$ cat src/rtl/core/ssps_pkg.sv
// ----------------------------------------------------------------------------
// ssps_pkg
// Shared types, operation codes and pot mapping helpers for the song step
// parameter sequencer.
// ----------------------------------------------------------------------------
package ssps_pkg;

  typedef enum logic [2:0] {
    OP_STORE   = 3'd0,
    OP_LOOP    = 3'd1,
    OP_RESTART = 3'd2,
    OP_ADVANCE = 3'd3,
    OP_APPLY   = 3'd4,
    OP_DIRECT  = 3'd5
  } op_e;

  localparam int unsigned POT_W      = 7;
  localparam int unsigned ROOT_STEPS = 12;
  localparam int unsigned ROOT_MAX   = 11;
  localparam int unsigned SCALE_KINDS = 8;
  localparam int unsigned SCALE_MAX  = 7;
  localparam int unsigned VEL_BIAS   = 64;

  typedef struct packed {
    logic [POT_W-1:0] pattern;
    logic [POT_W-1:0] root;
    logic [POT_W-1:0] scale;
    logic [POT_W-1:0] velocity;
  } pots_t;

  typedef struct packed {
    logic rd_en;
    logic wr_en;
  } evs_cmd_t;

  typedef struct packed {
    logic rd_en;
    logic direct_wr;
    logic bcast;
  } mdt_cmd_t;

  function automatic logic [3:0] map_root(input logic [POT_W-1:0] p);
    logic [10:0] prod;
    logic [3:0]  r;
    prod = 11'(p) * 11'(ROOT_STEPS);
    r    = prod[10:7];
    return (r > 4'(ROOT_MAX)) ? 4'(ROOT_MAX) : r;
  endfunction

  function automatic logic [2:0] map_scale(input logic [POT_W-1:0] p);
    logic [9:0] prod;
    prod = 10'(p) * 10'(SCALE_KINDS);
    // product stays below 1024, so the top bits are already within 0..7
    return (prod[9:7] > 3'(SCALE_MAX)) ? 3'(SCALE_MAX) : prod[9:7];
  endfunction

  function automatic logic signed [POT_W-1:0] vel_offset(input logic [POT_W-1:0] p);
    return signed'(p - POT_W'(VEL_BIAS));
  endfunction

endpackage

$ cat src/rtl/core/ssps_event_store.sv
// ----------------------------------------------------------------------------
// ssps_event_store
// Step event memory: pots in a synchronous RAM, switch flags in flops so the
// store clears at reset and the loop length search sees all steps at once.
// ----------------------------------------------------------------------------
module ssps_event_store #(
  parameter int unsigned STEP_COUNT = 16
) (
  input  logic                             clk_i,
  input  logic                             rst_ni,
  input  ssps_pkg::evs_cmd_t               cmd_i,
  input  logic [$clog2(STEP_COUNT)-1:0]    rd_addr_i,
  input  logic [$clog2(STEP_COUNT)-1:0]    wr_addr_i,
  input  logic                             wr_on_i,
  input  ssps_pkg::pots_t                  wr_pots_i,
  output logic                             rd_on_o,
  output ssps_pkg::pots_t                  rd_pots_o,
  output logic [$clog2(STEP_COUNT+1)-1:0]  loop_len_o
);

  localparam int unsigned LW = $clog2(STEP_COUNT + 1);

  ssps_pkg::pots_t        mem [STEP_COUNT];
  logic [STEP_COUNT-1:0]  on_q;
  logic                   rd_on_q;
  ssps_pkg::pots_t        rd_pots_q;
  logic [LW-1:0]          len;

  always_ff @(posedge clk_i) begin
    if (cmd_i.wr_en) begin
      mem[wr_addr_i] <= wr_pots_i;
    end
    if (cmd_i.rd_en) begin
      rd_pots_q <= mem[rd_addr_i];
    end
  end

  always_ff @(posedge clk_i or negedge rst_ni) begin
    if (!rst_ni) begin
      on_q    <= '0;
      rd_on_q <= 1'b0;
    end else begin
      if (cmd_i.wr_en) begin
        on_q[wr_addr_i] <= wr_on_i;
      end
      if (cmd_i.rd_en) begin
        rd_on_q <= on_q[rd_addr_i];
      end
    end
  end

  // highest active step plus one, never below one
  always_comb begin
    len = LW'(1);
    for (int i = 0; i < STEP_COUNT; i++) begin
      if (on_q[i]) begin
        len = LW'(i + 1);
      end
    end
  end

  assign rd_on_o    = rd_on_q;
  assign rd_pots_o  = rd_pots_q;
  assign loop_len_o = len;

endmodule

$ cat src/rtl/core/ssps_mode_table.sv
// ----------------------------------------------------------------------------
// ssps_mode_table
// Per-mode pattern override and velocity offset. Direct writes go to a RAM;
// an apply is held as one broadcast entry that covers every mode above zero
// until that mode is written directly again.
// ----------------------------------------------------------------------------
module ssps_mode_table #(
  parameter int unsigned MODE_COUNT    = 15,
  parameter int unsigned PATTERN_COUNT = 32
) (
  input  logic                                 clk_i,
  input  logic                                 rst_ni,
  input  ssps_pkg::mdt_cmd_t                   cmd_i,
  input  logic [$clog2(MODE_COUNT)-1:0]        rd_addr_i,
  input  logic [$clog2(MODE_COUNT)-1:0]        wr_addr_i,
  input  logic [$clog2(PATTERN_COUNT)-1:0]     wr_pat_i,
  input  logic signed [ssps_pkg::POT_W-1:0]    wr_off_i,
  output logic [$clog2(PATTERN_COUNT)-1:0]     q_pat_o,
  output logic                                 q_pres_o,
  output logic signed [ssps_pkg::POT_W-1:0]    q_off_o
);

  localparam int unsigned PW = $clog2(PATTERN_COUNT);

  typedef struct packed {
    logic [PW-1:0]                      pat;
    logic signed [ssps_pkg::POT_W-1:0]  off;
  } entry_t;

  entry_t                 mem [MODE_COUNT];
  entry_t                 rd_q;
  logic [MODE_COUNT-1:0]  direct_q;
  logic                   rd_direct_q;
  logic                   rd_nz_q;
  logic                   bcast_valid_q;
  entry_t                 bcast_q;

  always_ff @(posedge clk_i) begin
    if (cmd_i.direct_wr) begin
      mem[wr_addr_i] <= '{pat: wr_pat_i, off: wr_off_i};
    end
    if (cmd_i.rd_en) begin
      rd_q <= mem[rd_addr_i];
    end
  end

  always_ff @(posedge clk_i or negedge rst_ni) begin
    if (!rst_ni) begin
      direct_q      <= '0;
      rd_direct_q   <= 1'b0;
      rd_nz_q       <= 1'b0;
      bcast_valid_q <= 1'b0;
      bcast_q       <= '0;
    end else begin
      if (cmd_i.rd_en) begin
        rd_direct_q <= direct_q[rd_addr_i];
        rd_nz_q     <= (rd_addr_i != '0);
      end
      if (cmd_i.direct_wr) begin
        direct_q[wr_addr_i] <= 1'b1;
      end
      if (cmd_i.bcast) begin
        bcast_valid_q <= 1'b1;
        bcast_q       <= '{pat: wr_pat_i, off: wr_off_i};
        // mode zero keeps its own entry
        for (int i = 1; i < MODE_COUNT; i++) begin
          direct_q[i] <= 1'b0;
        end
      end
    end
  end

  always_comb begin
    if (rd_direct_q) begin
      q_pat_o  = rd_q.pat;
      q_pres_o = 1'b1;
      q_off_o  = rd_q.off;
    end else if (rd_nz_q && bcast_valid_q) begin
      q_pat_o  = bcast_q.pat;
      q_pres_o = 1'b1;
      q_off_o  = bcast_q.off;
    end else begin
      q_pat_o  = '0;
      q_pres_o = 1'b0;
      q_off_o  = '0;
    end
  end

endmodule

$ cat src/rtl/core/song_step_parameter_sequencer.sv
// ----------------------------------------------------------------------------
// song_step_parameter_sequencer
// Song-mode step sequencer: event store, loop control, global scale and
// per-mode pattern overrides and velocity offsets, one result per command.
// ----------------------------------------------------------------------------
// A word is accepted, then executed: the accept cycle reads the event memory at
// the current step and the mode memory at the queried mode, and the execute
// cycle updates state, writes back and loads the result register. An advance
// that wraps the loop runs a subtract loop for the modulo in state ST_MOD.
// A result that is not taken holds the next command in its execute cycle.
// Reset clears the event switches at once; no clearing pass is needed.
module song_step_parameter_sequencer #(
  parameter int unsigned STEP_COUNT    = 16,
  parameter int unsigned MODE_COUNT    = 15,
  parameter int unsigned PATTERN_COUNT = 32
) (
  input  logic              clk_i,
  input  logic              rst_ni,
  input  logic              in_valid_i,
  output logic              in_ready_o,
  input  logic [2:0]        op_i,
  input  logic [3:0]        step_index_i,
  input  logic              switch_on_i,
  input  logic [6:0]        pot_pattern_i,
  input  logic [6:0]        pot_root_i,
  input  logic [6:0]        pot_scale_i,
  input  logic [6:0]        pot_velocity_i,
  input  logic [3:0]        dest_mode_i,
  input  logic [3:0]        query_mode_i,
  output logic              out_valid_o,
  input  logic              out_ready_i,
  output logic [3:0]        step_position_o,
  output logic [4:0]        loop_steps_o,
  output logic [3:0]        scale_root_o,
  output logic [2:0]        scale_kind_o,
  output logic [4:0]        pattern_choice_o,
  output logic              override_present_o,
  output logic signed [6:0] velocity_shift_o,
  output logic              target_rejected_o
);

  localparam int unsigned SW = $clog2(STEP_COUNT);
  localparam int unsigned LW = $clog2(STEP_COUNT + 1);
  localparam int unsigned MW = $clog2(MODE_COUNT);
  localparam int unsigned PW = $clog2(PATTERN_COUNT);

  typedef enum logic [1:0] {
    ST_IDLE,
    ST_EXEC,
    ST_MOD
  } state_e;

  state_e                state_q, state_d;
  logic [2:0]            op_q, op_d;
  logic [3:0]            step_index_q, step_index_d;
  logic                  switch_on_q, switch_on_d;
  ssps_pkg::pots_t       pots_q, pots_d;
  logic [3:0]            dest_mode_q, dest_mode_d;
  logic [3:0]            query_mode_q, query_mode_d;
  logic [SW-1:0]         cur_q, cur_d;
  logic [LW-1:0]         loop_q, loop_d;
  logic [3:0]            root_q, root_d;
  logic [2:0]            scale_q, scale_d;
  logic [LW-1:0]         rem_q, rem_d;
  logic                  out_valid_q, out_valid_d;
  logic [3:0]            out_step_q, out_step_d;
  logic [4:0]            out_loop_q, out_loop_d;
  logic [3:0]            out_root_q, out_root_d;
  logic [2:0]            out_scale_q, out_scale_d;
  logic [4:0]            out_pat_q, out_pat_d;
  logic                  out_pres_q, out_pres_d;
  logic signed [6:0]     out_off_q, out_off_d;
  logic                  out_rej_q, out_rej_d;

  ssps_pkg::evs_cmd_t    evs_cmd;
  ssps_pkg::mdt_cmd_t    mdt_cmd;
  logic [SW-1:0]         evs_wr_addr;
  logic                  ev_rd_on;
  ssps_pkg::pots_t       ev_rd_pots;
  logic [LW-1:0]         ev_loop_len;
  logic [MW-1:0]         mdt_rd_addr;
  logic [MW-1:0]         mdt_wr_addr;
  logic [PW-1:0]         mt_pat;
  logic                  mt_pres;
  logic signed [6:0]     mt_off;

  ssps_pkg::pots_t       sel_pots;
  logic [13:0]           pat_prod;
  logic [6:0]            pat_raw;
  logic [PW-1:0]         pat_map;
  logic signed [6:0]     off_map;
  logic [31:0]           step_ext, tmode_ext, qmode_in_ext, qmode_ext;
  logic                  out_free, finish, rejected;
  logic [LW-1:0]         adv_sum;
  logic [PW-1:0]         res_pat;
  logic                  res_pres;
  logic signed [6:0]     res_off;
  logic [31:0]           cur_ext, loop_ext, pat_ext;

  assign step_ext     = 32'(step_index_q);
  assign tmode_ext    = 32'(dest_mode_q);
  assign qmode_ext    = 32'(query_mode_q);
  assign qmode_in_ext = 32'(query_mode_i);
  assign evs_wr_addr  = step_ext[SW-1:0];
  assign mdt_wr_addr  = tmode_ext[MW-1:0];
  assign mdt_rd_addr  = (qmode_in_ext < MODE_COUNT) ? qmode_in_ext[MW-1:0] : '0;

  // apply takes the stored event, direct takes the pots of the command word
  assign sel_pots = (op_q == ssps_pkg::OP_APPLY) ? ev_rd_pots : pots_q;
  assign pat_prod = 14'(sel_pots.pattern) * 14'(PATTERN_COUNT);
  assign pat_raw  = pat_prod[13:7];
  assign pat_map  = (pat_raw > 7'(PATTERN_COUNT - 1)) ? PW'(PATTERN_COUNT - 1)
                                                      : pat_raw[PW-1:0];
  assign off_map  = ssps_pkg::vel_offset(sel_pots.velocity);
  assign adv_sum  = LW'(cur_q) + LW'(1);
  assign out_free = !out_valid_q || out_ready_i;

  ssps_event_store #(
    .STEP_COUNT(STEP_COUNT)
  ) u_event_store (
    .clk_i      (clk_i),
    .rst_ni     (rst_ni),
    .cmd_i      (evs_cmd),
    .rd_addr_i  (cur_q),
    .wr_addr_i  (evs_wr_addr),
    .wr_on_i    (switch_on_q),
    .wr_pots_i  (pots_q),
    .rd_on_o    (ev_rd_on),
    .rd_pots_o  (ev_rd_pots),
    .loop_len_o (ev_loop_len)
  );

  ssps_mode_table #(
    .MODE_COUNT   (MODE_COUNT),
    .PATTERN_COUNT(PATTERN_COUNT)
  ) u_mode_table (
    .clk_i     (clk_i),
    .rst_ni    (rst_ni),
    .cmd_i     (mdt_cmd),
    .rd_addr_i (mdt_rd_addr),
    .wr_addr_i (mdt_wr_addr),
    .wr_pat_i  (pat_map),
    .wr_off_i  (off_map),
    .q_pat_o   (mt_pat),
    .q_pres_o  (mt_pres),
    .q_off_o   (mt_off)
  );

  always_comb begin
    state_d       = state_q;
    op_d          = op_q;
    step_index_d  = step_index_q;
    switch_on_d   = switch_on_q;
    pots_d        = pots_q;
    dest_mode_d   = dest_mode_q;
    query_mode_d  = query_mode_q;
    cur_d         = cur_q;
    loop_d        = loop_q;
    root_d        = root_q;
    scale_d       = scale_q;
    rem_d         = rem_q;
    out_valid_d   = out_valid_q && !out_ready_i;
    out_step_d    = out_step_q;
    out_loop_d    = out_loop_q;
    out_root_d    = out_root_q;
    out_scale_d   = out_scale_q;
    out_pat_d     = out_pat_q;
    out_pres_d    = out_pres_q;
    out_off_d     = out_off_q;
    out_rej_d     = out_rej_q;
    evs_cmd       = '0;
    mdt_cmd       = '0;
    finish        = 1'b0;
    rejected      = 1'b0;
    res_pat       = '0;
    res_pres      = 1'b0;
    res_off       = '0;
    cur_ext       = '0;
    loop_ext      = '0;
    pat_ext       = '0;

    unique case (state_q)
      ST_IDLE: begin
        if (in_valid_i) begin
          op_d          = op_i;
          step_index_d  = step_index_i;
          switch_on_d   = switch_on_i;
          pots_d        = '{pattern: pot_pattern_i, root: pot_root_i,
                            scale: pot_scale_i, velocity: pot_velocity_i};
          dest_mode_d   = dest_mode_i;
          query_mode_d  = query_mode_i;
          evs_cmd.rd_en = 1'b1;
          mdt_cmd.rd_en = 1'b1;
          state_d       = ST_EXEC;
        end
      end
      ST_EXEC: begin
        if (out_free) begin
          finish = 1'b1;
          unique case (op_q)
            ssps_pkg::OP_STORE: begin
              evs_cmd.wr_en = (step_ext < STEP_COUNT);
            end
            ssps_pkg::OP_LOOP: begin
              loop_d = ev_loop_len;
            end
            ssps_pkg::OP_RESTART: begin
              cur_d = '0;
            end
            ssps_pkg::OP_ADVANCE: begin
              if (adv_sum < loop_q) begin
                cur_d = adv_sum[SW-1:0];
              end else begin
                // wrap, finish the modulo by repeated subtraction
                finish  = 1'b0;
                rem_d   = adv_sum - loop_q;
                state_d = ST_MOD;
              end
            end
            ssps_pkg::OP_APPLY: begin
              if (ev_rd_on) begin
                mdt_cmd.bcast = 1'b1;
                root_d        = ssps_pkg::map_root(sel_pots.root);
                scale_d       = ssps_pkg::map_scale(sel_pots.scale);
              end
            end
            ssps_pkg::OP_DIRECT: begin
              if (tmode_ext >= MODE_COUNT) begin
                rejected = 1'b1;
              end else if (switch_on_q) begin
                mdt_cmd.direct_wr = 1'b1;
                root_d            = ssps_pkg::map_root(sel_pots.root);
                scale_d           = ssps_pkg::map_scale(sel_pots.scale);
              end
            end
            default: begin
            end
          endcase
        end
      end
      ST_MOD: begin
        if (rem_q < loop_q) begin
          if (out_free) begin
            cur_d  = rem_q[SW-1:0];
            finish = 1'b1;
          end
        end else begin
          rem_d = rem_q - loop_q;
        end
      end
      default: begin
        state_d = ST_IDLE;
      end
    endcase

    if (finish) begin
      state_d = ST_IDLE;
      // queried mode after this word, forwarding its own write
      if (qmode_ext < MODE_COUNT) begin
        if ((mdt_cmd.direct_wr && (dest_mode_q == query_mode_q)) ||
            (mdt_cmd.bcast && (query_mode_q != '0))) begin
          res_pat  = pat_map;
          res_pres = 1'b1;
          res_off  = off_map;
        end else begin
          res_pat  = mt_pat;
          res_pres = mt_pres;
          res_off  = mt_off;
        end
      end
      cur_ext     = 32'(cur_d);
      loop_ext    = 32'(loop_d);
      pat_ext     = 32'(res_pat);
      out_valid_d = 1'b1;
      out_step_d  = cur_ext[3:0];
      out_loop_d  = loop_ext[4:0];
      out_root_d  = root_d;
      out_scale_d = scale_d;
      out_pat_d   = pat_ext[4:0];
      out_pres_d  = res_pres;
      out_off_d   = res_off;
      out_rej_d   = rejected;
    end
  end

  always_ff @(posedge clk_i or negedge rst_ni) begin
    if (!rst_ni) begin
      state_q       <= ST_IDLE;
      op_q          <= '0;
      step_index_q  <= '0;
      switch_on_q   <= 1'b0;
      pots_q        <= '0;
      dest_mode_q   <= '0;
      query_mode_q  <= '0;
      cur_q         <= '0;
      loop_q        <= LW'(STEP_COUNT);
      root_q        <= '0;
      scale_q       <= '0;
      rem_q         <= '0;
      out_valid_q   <= 1'b0;
      out_step_q    <= '0;
      out_loop_q    <= '0;
      out_root_q    <= '0;
      out_scale_q   <= '0;
      out_pat_q     <= '0;
      out_pres_q    <= 1'b0;
      out_off_q     <= '0;
      out_rej_q     <= 1'b0;
    end else begin
      state_q       <= state_d;
      op_q          <= op_d;
      step_index_q  <= step_index_d;
      switch_on_q   <= switch_on_d;
      pots_q        <= pots_d;
      dest_mode_q   <= dest_mode_d;
      query_mode_q  <= query_mode_d;
      cur_q         <= cur_d;
      loop_q        <= loop_d;
      root_q        <= root_d;
      scale_q       <= scale_d;
      rem_q         <= rem_d;
      out_valid_q   <= out_valid_d;
      out_step_q    <= out_step_d;
      out_loop_q    <= out_loop_d;
      out_root_q    <= out_root_d;
      out_scale_q   <= out_scale_d;
      out_pat_q     <= out_pat_d;
      out_pres_q    <= out_pres_d;
      out_off_q     <= out_off_d;
      out_rej_q     <= out_rej_d;
    end
  end

  assign in_ready_o         = (state_q == ST_IDLE);
  assign out_valid_o        = out_valid_q;
  assign step_position_o    = out_step_q;
  assign loop_steps_o       = out_loop_q;
  assign scale_root_o       = out_root_q;
  assign scale_kind_o       = out_scale_q;
  assign pattern_choice_o   = out_pat_q;
  assign override_present_o = out_pres_q;
  assign velocity_shift_o   = out_off_q;
  assign target_rejected_o  = out_rej_q;

  // one word in flight: an accepted word blocks the next until it is finished
  assert property (@(posedge clk_i) disable iff (!rst_ni)
    (in_valid_i && in_ready_o) |=> !in_ready_o)
    else $error("word accepted while another is in flight");

  // a direct write and a broadcast never hit the mode table together
  assert property (@(posedge clk_i) disable iff (!rst_ni)
    $onehot0({mdt_cmd.direct_wr, mdt_cmd.bcast}))
    else $error("mode table direct write and broadcast together");

  // a zero loop length would hang the modulo loop
  assert property (@(posedge clk_i) disable iff (!rst_ni)
    (state_q == ST_MOD) |-> (loop_q != '0))
    else $error("modulo loop running with zero loop length");

  // a result is loaded only when the previous one is gone or taken
  assert property (@(posedge clk_i) disable iff (!rst_ni)
    (out_valid_q && !out_ready_i && (state_q != ST_IDLE)) |=> $stable(out_step_q))
    else $error("pending result overwritten");

endmodule

$ cat config.mk
export PLATFORM = sky130hd
export DESIGN_NAME = song_step_parameter_sequencer
export DESIGN_NICKNAME = d
export VERILOG_FILES = /design/src/rtl/core/ssps_pkg.sv /design/src/rtl/core/ssps_event_store.sv /design/src/rtl/core/ssps_mode_table.sv /design/src/rtl/core/song_step_parameter_sequencer.sv
export SDC_FILE = /design/constraint.sdc
export NUM_CORES = 1
export LEC_CHECK = 0
export ABC_AREA = 0
export BUFFER_PORTS_ARGS = -buffer_cell sky130_fd_sc_hd__buf_2
export CORE_MARGIN = 3
export CORE_UTILIZATION = 56
export DETAILED_ROUTE_END_ITERATION = 16
export PLACE_DENSITY = 0.76
export SLEW_MARGIN = 20
export SYNTH_ARGS = -nofsm -noshare
export SYNTH_HDL_FRONTEND = slang
export SYNTH_SLANG_ARGS = --single-unit
$ cat constraint.sdc
create_clock -name clk_i -period 3.65 [get_ports clk_i]
set_input_delay 0.73 -clock clk_i [delete_from_list [all_inputs] [get_ports clk_i]]
set_output_delay 0.73 -clock clk_i [all_outputs]
set_load 0.005 [all_outputs]
After elaboration in Yosys (flattened, before gate mapping)
Memory sizes are Yosys's and may differ from the RTL's. A register that Yosys moved wholly into a read port is not among the register bits.
Cells that the tools add are included.
Widths: inputs -> output; s select.
- add/subtract/negate cells: 4
- multiply operators: 1
- div/mod/pow operators: 0
- magnitude comparators: 15
- eq/ne operators: 17
- shifts and indexed selects: 0
- mux-type cells: 102
- bitwise gates (word level): 1
- reduce and logical (&&, ||, !) cells: 19
- operator list (cell ; number):
    $mux 4 ; 19
    $mux 5 ; 13
    $mux 1 ; 32
    $mux 3 ; 10
    $mux 28 ; 1
    $mux 7 ; 4
    $lt 4x5->1 const B ; 5
    $pmux 4 s2 ; 3
    $mux 2 ; 9
    $bwmux 16 ; 1
    $mux 15 ; 1
    $or 15x15->15 ; 1
    $mux 14 ; 1
    $lt 5x5->1 ; 2
    $pmux 5 s2 ; 1
    $reduce_and 5->1 ; 2
    $sub 5x5->5 ; 2
    $mul 7x2->9 const B ; 1
    $bmux 1 s4 ; 2
    $demux 1 s4 ; 2
    $ge 4x1->1 const B ; 2
    $lt 4x4->1 const B ; 2
    $ne 2x2->1 const B ; 4
    $reduce_bool 4->1 ; 2
    other kinds (25) ; 37
- register bits: 145
- latch bits: 0
- bits in writable memories: 628
- ROM bits: 0
- bits of input ports: 48
- memories kept: 2
- memories (name ; words ; width ; read ports ; clocked after Yosys merged registers in ; write ports ; RTL line ; source):
    u_event_store.mem ; 16 ; 28 ; 1 ; 1 ; 1 ; ssps_event_store.sv:23 ; ssps_pkg::pots_t mem [STEP_COUNT];
    u_mode_table.mem ; 15 ; 12 ; 1 ; 1 ; 1 ; ssps_mode_table.sv:30 ; entry_t mem [MODE_COUNT];

Logic depth before layout (Yosys ltp)
Gate-level depths: netlist of the first run.
- word-level depth: 18
- gate-level depth with buffers: 15
- depth with buffers taken out: 10

Modules after synthesis
A second synthesis of the first run with hierarchy kept.
- cells, all modules: 1663
- area total of the unflattened synthesis: 32859.0 um^2
- by module, submodules not included (module ; times used ; cells each ; area each (um^2) ; seq. area each (um^2)):
    ssps_event_store ; 1 ; 744 ; 18665.4 ; 14719.1
    ssps_mode_table ; 1 ; 448 ; 8851.0 ; 6516.2
    song_step_parameter_sequencer ; 1 ; 471 ; 5342.6 ; 2453.6

Least setup slack after synthesis of the first run
OpenSTA, ideal clock, no wires.
- kind: input -> register
- start point: in out_ready_i
- end point: reg u_event_store.on_q[1]
- arrival time: 3679 ps
- slack: -154 ps
- stages on the path: 7
- path buffers: 1
- cells stage by stage: nor2b_1 -> or3_1 -> clkbuf_1 -> nor4_1 -> nand2_1 -> nor3_1 -> mux2_2
- cells in the longest elaborated chain, start to end: 3
- RTL lines (item ; RTL line ; source):
    start, declared ; song_step_parameter_sequencer.sv:31 ; input logic out_ready_i,
    $logic_or 1x1->1 ; song_step_parameter_sequencer.sv:116 ; assign out_free = !out_valid_q || out_ready_i;
    $mux 1 ; song_step_parameter_sequencer.sv:198 ; if (out_free) begin
    $mux 1 ; song_step_parameter_sequencer.sv:182 ; unique case (state_q)
    end signal, assigned by index ; ssps_event_store.sv:44 ; on_q[wr_addr_i] <= wr_on_i;
    end, declared ; ssps_event_store.sv:24 ; logic [STEP_COUNT-1:0] on_q;
No other way between the ends.
A chain may end at the register's enable or synchronous reset.

Worst setup path in the final report of the first run
- start point: reg cur_q[0]
- end point: reg out_off_q[3] (netlist: velocity_shift_o[3])
- cells in the longest elaborated chain, start to end: 6
- RTL lines (item ; RTL line ; source):
    start, declared ; song_step_parameter_sequencer.sv:60 ; logic [SW-1:0] cur_q, cur_d;
    start signal, assigned ; song_step_parameter_sequencer.sv:317 ; cur_q <= cur_d;
    $add 4x1->5 ; song_step_parameter_sequencer.sv:115 ; assign adv_sum = LW'(cur_q) + LW'(1);
    $lt 5x5->1 ; song_step_parameter_sequencer.sv:211 ; if (adv_sum < loop_q) begin
    $mux 1 ; song_step_parameter_sequencer.sv:211 ;
    $mux 1 ; song_step_parameter_sequencer.sv:200 ; unique case (op_q)
    $mux 1 ; song_step_parameter_sequencer.sv:198 ;
    $pmux 1 s2 ; song_step_parameter_sequencer.sv:182 ;
    end signal, assigned ; song_step_parameter_sequencer.sv:329 ; out_off_q <= out_off_d;
    end, declared ; song_step_parameter_sequencer.sv:72 ; logic signed [6:0] out_off_q, out_off_d;
No other way between the ends.

==> impl_metrics.yaml, run 1 <==
pwr:
  peakVddDrop_mv: 0.602
  power.density_nw_per_um2: 813
  leakagePower_nw: 11.6
synthesis:
  synthesis.area_um2: 28700
  ys_seq_area_share_pct: 71.4
  synth_flop_cell: "edfxtp_1"
  synth_cell_type_count: 70
  syn_inst: 1618
  ys_seq_elements: 705
  postSynthAreaPerCell_um2: 17.7
  synthArstFlopShare_pct: 19.7
  yosys_warnings: 0
  synth_edf_count: 566
  synth_fp_nets: 1688
clock_tree:
  postCtsSetupBuffers: 0
  clock-root-buffer: "clkbuf_16"
  cts_hold_buf: 0
  postCtsResizedCells: 0
  path_clk_slew_ns: 0.06
  htreeDepth: 3
  numCtsBuffers: 72
  cts_tree: "built"
  clkLatencyLatePin_ns: 0.61
  clockBufferDepth: 3
  cts_num_sinks: 705
sta:
  worst_pin_slew_ns: 0.941
  finalHoldViolations: 0
  relSlewSlack_pct: 37.3
  worst_slack_ns: 0.437
  setup_viol: 0
  period_share_pct: 88.0
  fin_crit_ns: 3.21
  report.final.slew_viol_count: 0
  setup_tns_ns: 0
  grt_setup_unrepaired: "no"
  max_freq_mhz: 311
  fin_skew_ns: 0.0184
layout:
  layout-drive-gt1-share_pct: 29.6
  nFillCells: 3334
  syn_to_final_growth_pct: 14.1
  multi_input_area_um2: 7830
  diodes: 0
  design_area_um2: 32700
  seq_area_um2: 20500
  fin_nets: 1826
  final_util_pct: 65.0
detailed_routing:
  first_pass_iters: 5
  drt_iter0_markers: 1498
  viasPerCell: 6.20
  vias: 15400
  drc_errors: 0
  ant_nets: 0
  drt-total-wl_um: 63900
  drt-wirelength-per-cell_um: 25.7
grt:
  overflow: 0
  grt_max_degree: 85
  grt_pass1_vias: 15900
  grt_use_total_pct: 24.4
  antenna_found_initial: 0
  grt_pass1_wl_um: 97200
floorplan:
  die_x_um: 232
  core_um2: 50400
  die_h_um: 232
  die-area_um2: 54000
  rows: 82
  pin_count: 80
  start_util_pct: 56.9
setup_path:
  crit_required_ns: 4.18
  cp_cell_sequence: "buf_4, nand3_1, xnor2_1, ha_1, o21a_1, o31a_1, o211ai_1, a22o_1, nand3_1, a41oi_1, buf_4, a32o_1"
  end_kind: "register"
  cp-start-kind: "register"
  path_buf_inv: 2
  slowest_delay_ns: 0.40
  rrSetupSlack_ns: 0.44
  critical_path_peak_fanout: 16
  crit_arrival_ns: 3.75
  slowest_stage: "dfrtp_4"
  path_delay_family: "compound AO/OA/AOI/OAI gates"
  worstSetupPathType: "register to register"
placement:
  portBuffers: 73
  place_congestion: 0.851
  dp_slack_ns: 0.449
  dpl-instance-area_um2: 30300
  dp_hpwl_um: 37500
hold_path:
  hp-class: "input port to async pin"
outcome:
  outcome: "completed"
job:
  cap_violations: 0
-- cell type report --
class	instances	area share (%)
flip-flops and latches	705	62.6
inverters	36	0.413
multi-input cells	793	23.9
clock buffers	91	5.97
well taps	672	2.57
repair buffers	148	3.09
clock inverters	41	1.43
-- logic make-up (layout without fill, tap and decap cells) --
logic type | count (synthesis) | count (layout) | share of synthesized area, %
xor gates and xnor gates | 15 | 15 | 0.458
adders and majority gates | 22 | 22 | 1.01
muxes | 299 | 299 | 16.5
DFF | 705 | 705 | 71.4
buffers and inverters | 120 | 316 | 1.67
and+or+nand+nor | 268 | 268 | 4.30
AOI/OAI and AO/OA | 189 | 189 | 4.71
-- path summary, 6_finish.rpt --
kind / from / end / depth (start not counted)
max in group asynchronous: rst_ni / velocity_shift_o[6]$_DFFE_PN0P_ / 2
worst max-delay path: cur_q[0]$_DFF_PN0_ / velocity_shift_o[3]$_DFFE_PN0P_ / 12
min in group clk_i: dest_mode_i[3] / dest_mode_q[3]$_DFFE_PN0P_ / 2
worst min register to register: u_mode_table.bcast_valid_q$_DFFE_PN0P_ / u_mode_table.bcast_valid_q$_DFFE_PN0P_ / 1
worst min-delay path: rst_ni / pots_q[14]$_DFFE_PN0P_ / 1
worst max register to register: cur_q[0]$_DFF_PN0_ / velocity_shift_o[3]$_DFFE_PN0P_ / 12
-- per-stage QoR --
stage | hold WS, ns | total power [W] | std cells
floorplan | 0.425 | 0.0169 | 1618
global placement | 0.442 | 0.0190 | 2354
detailed placement | 0.453 | 0.0193 | 2354
CTS | 0.145 | 0.0268 | 2486
global route | 0.154 | 0.0279 | 2486
finish | 0.106 | 0.0266 | 2486
-- sequential cells by signal (all words and copies together), names as in the netlist, 4 cells and up --
name                     flops
pots_q                      22
loop_steps_o                 5
u_mode_table.direct_q       15
loop_q                       5
cur_q                        4
u_mode_table.rd_q           12
scale_root_o                 4
pattern_choice_o             5
velocity_shift_o             7
root_q                       4
u_event_store.mem          352
evs_wr_addr                  4
u_mode_table.bcast_q        12
u_mode_table.mem           180
u_event_store.on_q          16
rem_q                        5
step_position_o              4
u_event_store.rd_pots_o     22
query_mode_q                 4
dest_mode_q                  4
-- placed cells by master (no fill, tap or decap), drive strengths merged, types with 6 or more instances in the layout --
| master | n |
|---|---|
| a211o | 12 |
| a21oi | 21 |
| a32o | 11 |
| buf | 148 |
| bufinv | 8 |
| clkbuf | 91 |
| clkinv | 23 |
| clkinvlp | 7 |
| dfrtp | 138 |
| edfxtp | 566 |
| ha | 20 |
| inv | 39 |
| mux2 | 113 |
| mux2i | 59 |
| mux4 | 127 |
| nand2 | 124 |
| nand2b | 10 |
| nand3 | 21 |
| nor2 | 58 |
| nor2b | 6 |
| nor3 | 13 |
| o211ai | 27 |
| o21a | 20 |
| o21ai | 53 |
| xnor2 | 12 |
-- synthesized netlist by cell type, drive strengths merged, types with 5 or more instances --
| cell type | number | area [µm²] |
|---|---|---|
| nor2b | 6 | 37.5 |
| nand4 | 5 | 31.3 |
| o21ai | 53 | 265 |
| mux4 | 127 | 2860 |
| xnor2 | 12 | 105 |
| nor3 | 13 | 70.1 |
| o211ai | 27 | 203 |
| edfxtp | 566 | 17000 |
| or3 | 5 | 36.3 |
| a21o | 5 | 37.5 |
| buf | 31 | 145 |
| nand2b | 10 | 62.6 |
| nand2 | 124 | 465 |
| a31oi | 5 | 31.3 |
| nor2 | 58 | 218 |
| inv | 35 | 131 |
| clkbuf | 53 | 199 |
| mux2i | 59 | 591 |
| nor4 | 5 | 31.3 |
| nand3 | 21 | 105 |
| a21oi | 21 | 105 |
| o21a | 20 | 150 |
| mux2 | 113 | 1270 |
| a32o | 11 | 110 |
| a211o | 12 | 105 |
| ha | 20 | 250 |
| dfrtp | 138 | 3450 |
-- routing by layer --
layer,GRT usage (%),part of all wire (%)
met1,31.9,38
met2,40.9,51
met3,5.31,7.1
met4,8.87,3.1
met5,0,0
-- where the power goes --
part / total, W / switching (W) / internal (W) / leakage, nW
Clock: 0.00745 / 0.00305 / 0.00441 / 1.17
Combinational: 0.00719 / 0.00387 / 0.00331 / 3.58
Sequential: 0.0120 / 0.00124 / 0.0107 / 6.83
Note: power is estimated with default switching activity, not from simulation.
==> run 2, diff against run 1 <==
Settings changed: CORE_ASPECT_RATIO from default to 0.6.
==> run 2 against run 1 <==
Compared with the run above: fmax decreased by 7.3%; wire length up 2.6%; setup slack worse by 0.25 ns; cell area down 1.3%; hold slack got worse by 0.011 ns; sequential power about the same; clock-buffer cell count decreased by 10; via count is 0.79% higher; clock skew decreased by 0.0062 ns; first-iteration DRC count increased by 39%; cell count down 0.52%; critical endpoint is now scale_root_o[0]$_DFFE_PN0P_; highest routed layer unchanged.
==> impl_metrics.yaml, run 2 (synthesized netlist as in run 1, its figures left out) <==
layout:
  largest_register: "u_event_store.mem"
  final_common_cell: "edfxtp_1"
  fin_nets: 1810
  syn_to_final_growth_pct: 12.6
  diodes: 0
  layout-drive-gt1-share_pct: 28.6
  largestRegisters: "u_event_store.mem (352), u_mode_table.mem (180)"
  design_area_um2: 32300
  largest_reg_flops: 352
  mostFrequentLayoutCells: "566 x edfxtp_1, 135 x dfrtp_1, 127 x mux4_2, 123 x nand2_1, 113 x mux2_2"
sta:
  grt_setup_unrepaired: "no"
  finalHoldViolations: 0
  fin_skew_ns: 0.0123
  period_share_pct: 95.0
  worst_pin_slew_ns: 1.01
  setup_tns_ns: 0
  max_freq_mhz: 288
  worst_hold_slack_ns: 0.0943
  relSlewSlack_pct: 32.5
  setup_viol: 0
  report.final.slew_viol_count: 0
  fin_crit_ns: 3.47
pwr:
  peakVddDrop_mv: 0.654
  p_comb_share_pct: 28.4
  seq_power_share_pct: 46.6
  power.density_nw_per_um2: 793
  internal-power_w: 0.0176
  clkPwrFrac_pct: 24.9
  switching_share_pct: 31.5
  switching_power_w: 0.00806
  leakagePower_nw: 11.3
setup_path:
  cp-start-kind: "register"
  crit_arrival_ns: 3.99
  end_kind: "register"
  crit_required_ns: 4.17
  critical_path_peak_fanout: 16
  worstSetupPathType: "register to register"
floorplan:
  rows: 63
  die-area_um2: 54100
  die_x_um: 298
  core_um2: 50000
  die_h_um: 181
  pin_count: 80
  start_util_pct: 57.4
detailed_routing:
  vias: 15500
  ant_nets: 0
  drc_errors: 0
  drt-wirelength-per-cell_um: 26.5
  drt_iter0_markers: 2085
  drt-total-wl_um: 65500
  first_pass_iters: 5
  viasPerCell: 6.28
placement:
  dpl-instance-area_um2: 30300
  dp_hpwl_um: 39800
  portBuffers: 73
  place_congestion: 0.860
grt:
  grt_pass1_wl_um: 100000
  antenna_found_initial: 0
  overflow: 0
  grt_pass1_vias: 15800
  grt_use_total_pct: 24.8
  grt_max_degree: 94
clock_tree:
  path_clk_slew_ns: 0.07
  clock-root-buffer: "clkbuf_16"
  cts_tree: "built"
  htreeDepth: 2
  numCtsBuffers: 59
  postCtsSetupBuffers: 0
  clockBufferDepth: 3
  clkLatencyLatePin_ns: 0.62
  cts_num_sinks: 705
  postCtsResizedCells: 0
  cts_hold_buf: 0
hold_path:
  hp-class: "input port to async pin"
outcome:
  outcome: "completed"
job:
  cap_violations: 0
run 2: critical path, cell delays in order, from the launching register on:
cell and delay, ns:
dfrtp_4 0.53, ha_1 0.28, xor2_1 0.17, ha_1 0.35, o21a_1 0.20, o31a_1 0.12, o211ai_1 0.28, a22o_1 0.26
and3_1 0.62, mux2_2 0.40, a31oi_1 0.16
run 2: per-stage QoR:
step                util (%)  cells  setup slack, ns  power (W)
floorplan                  -   1618            0.128     0.0169
CTS                     64.7   2473            0.181     0.0257
finish                  64.7   2473            0.183     0.0256
detailed placement      60.7   2361            0.192     0.0193
global route            64.7   2473          0.00576     0.0269
global placement        60.7   2361            0.313     0.0189
run 2: path summary, 6_finish.rpt:
kind	from	to	slack (ns)	depth (start not counted)
worst min register to register	u_mode_table.bcast_valid_q$_DFFE_PN0P_	u_mode_table.bcast_valid_q$_DFFE_PN0P_	0.47	1
worst max-delay path	cur_q[0]$_DFF_PN0_	scale_root_o[0]$_DFFE_PN0P_	0.18	10
max in group asynchronous	rst_ni	pots_q[3]$_DFFE_PN0P_	2.62	2
min in group clk_i	pot_velocity_i[0]	pots_q[0]$_DFFE_PN0P_	0.35	2
worst max register to register	cur_q[0]$_DFF_PN0_	scale_root_o[0]$_DFFE_PN0P_	0.18	10
worst min-delay path	rst_ni	pots_q[19]$_DFFE_PN0P_	0.09	1
run 2: area by class of cell:
type                    count  area (µm²)
clock inverters            31         364
inverters                  36         135
flip-flops and latches    705       20500
well taps                 682         853
multi-input cells         793        7820
repair buffers            145        1050
clock buffers              81        1600
fillers                  3341       17700
run 2: routing by layer:
metal,part of all wire (%),vias up,GRT usage [%]
li1,-,6626,-
met1,44,8055,39.2
met2,45,760,36.7
met3,9.4,99,4.29
met4,2.0,0,5.11
met5,0,-,0
run 2: power by group through the flow:
stage	Clock [W]	Combinational, W	Sequential (W)
after detailed placement	0	0.00725	0.0121
after global routing	0.00682	0.00793	0.0121
final	0.00639	0.00728	0.0119
after floorplan	0	0.00532	0.0115
after global placement	0	0.00696	0.0120
after CTS	0.00647	0.00731	0.0119
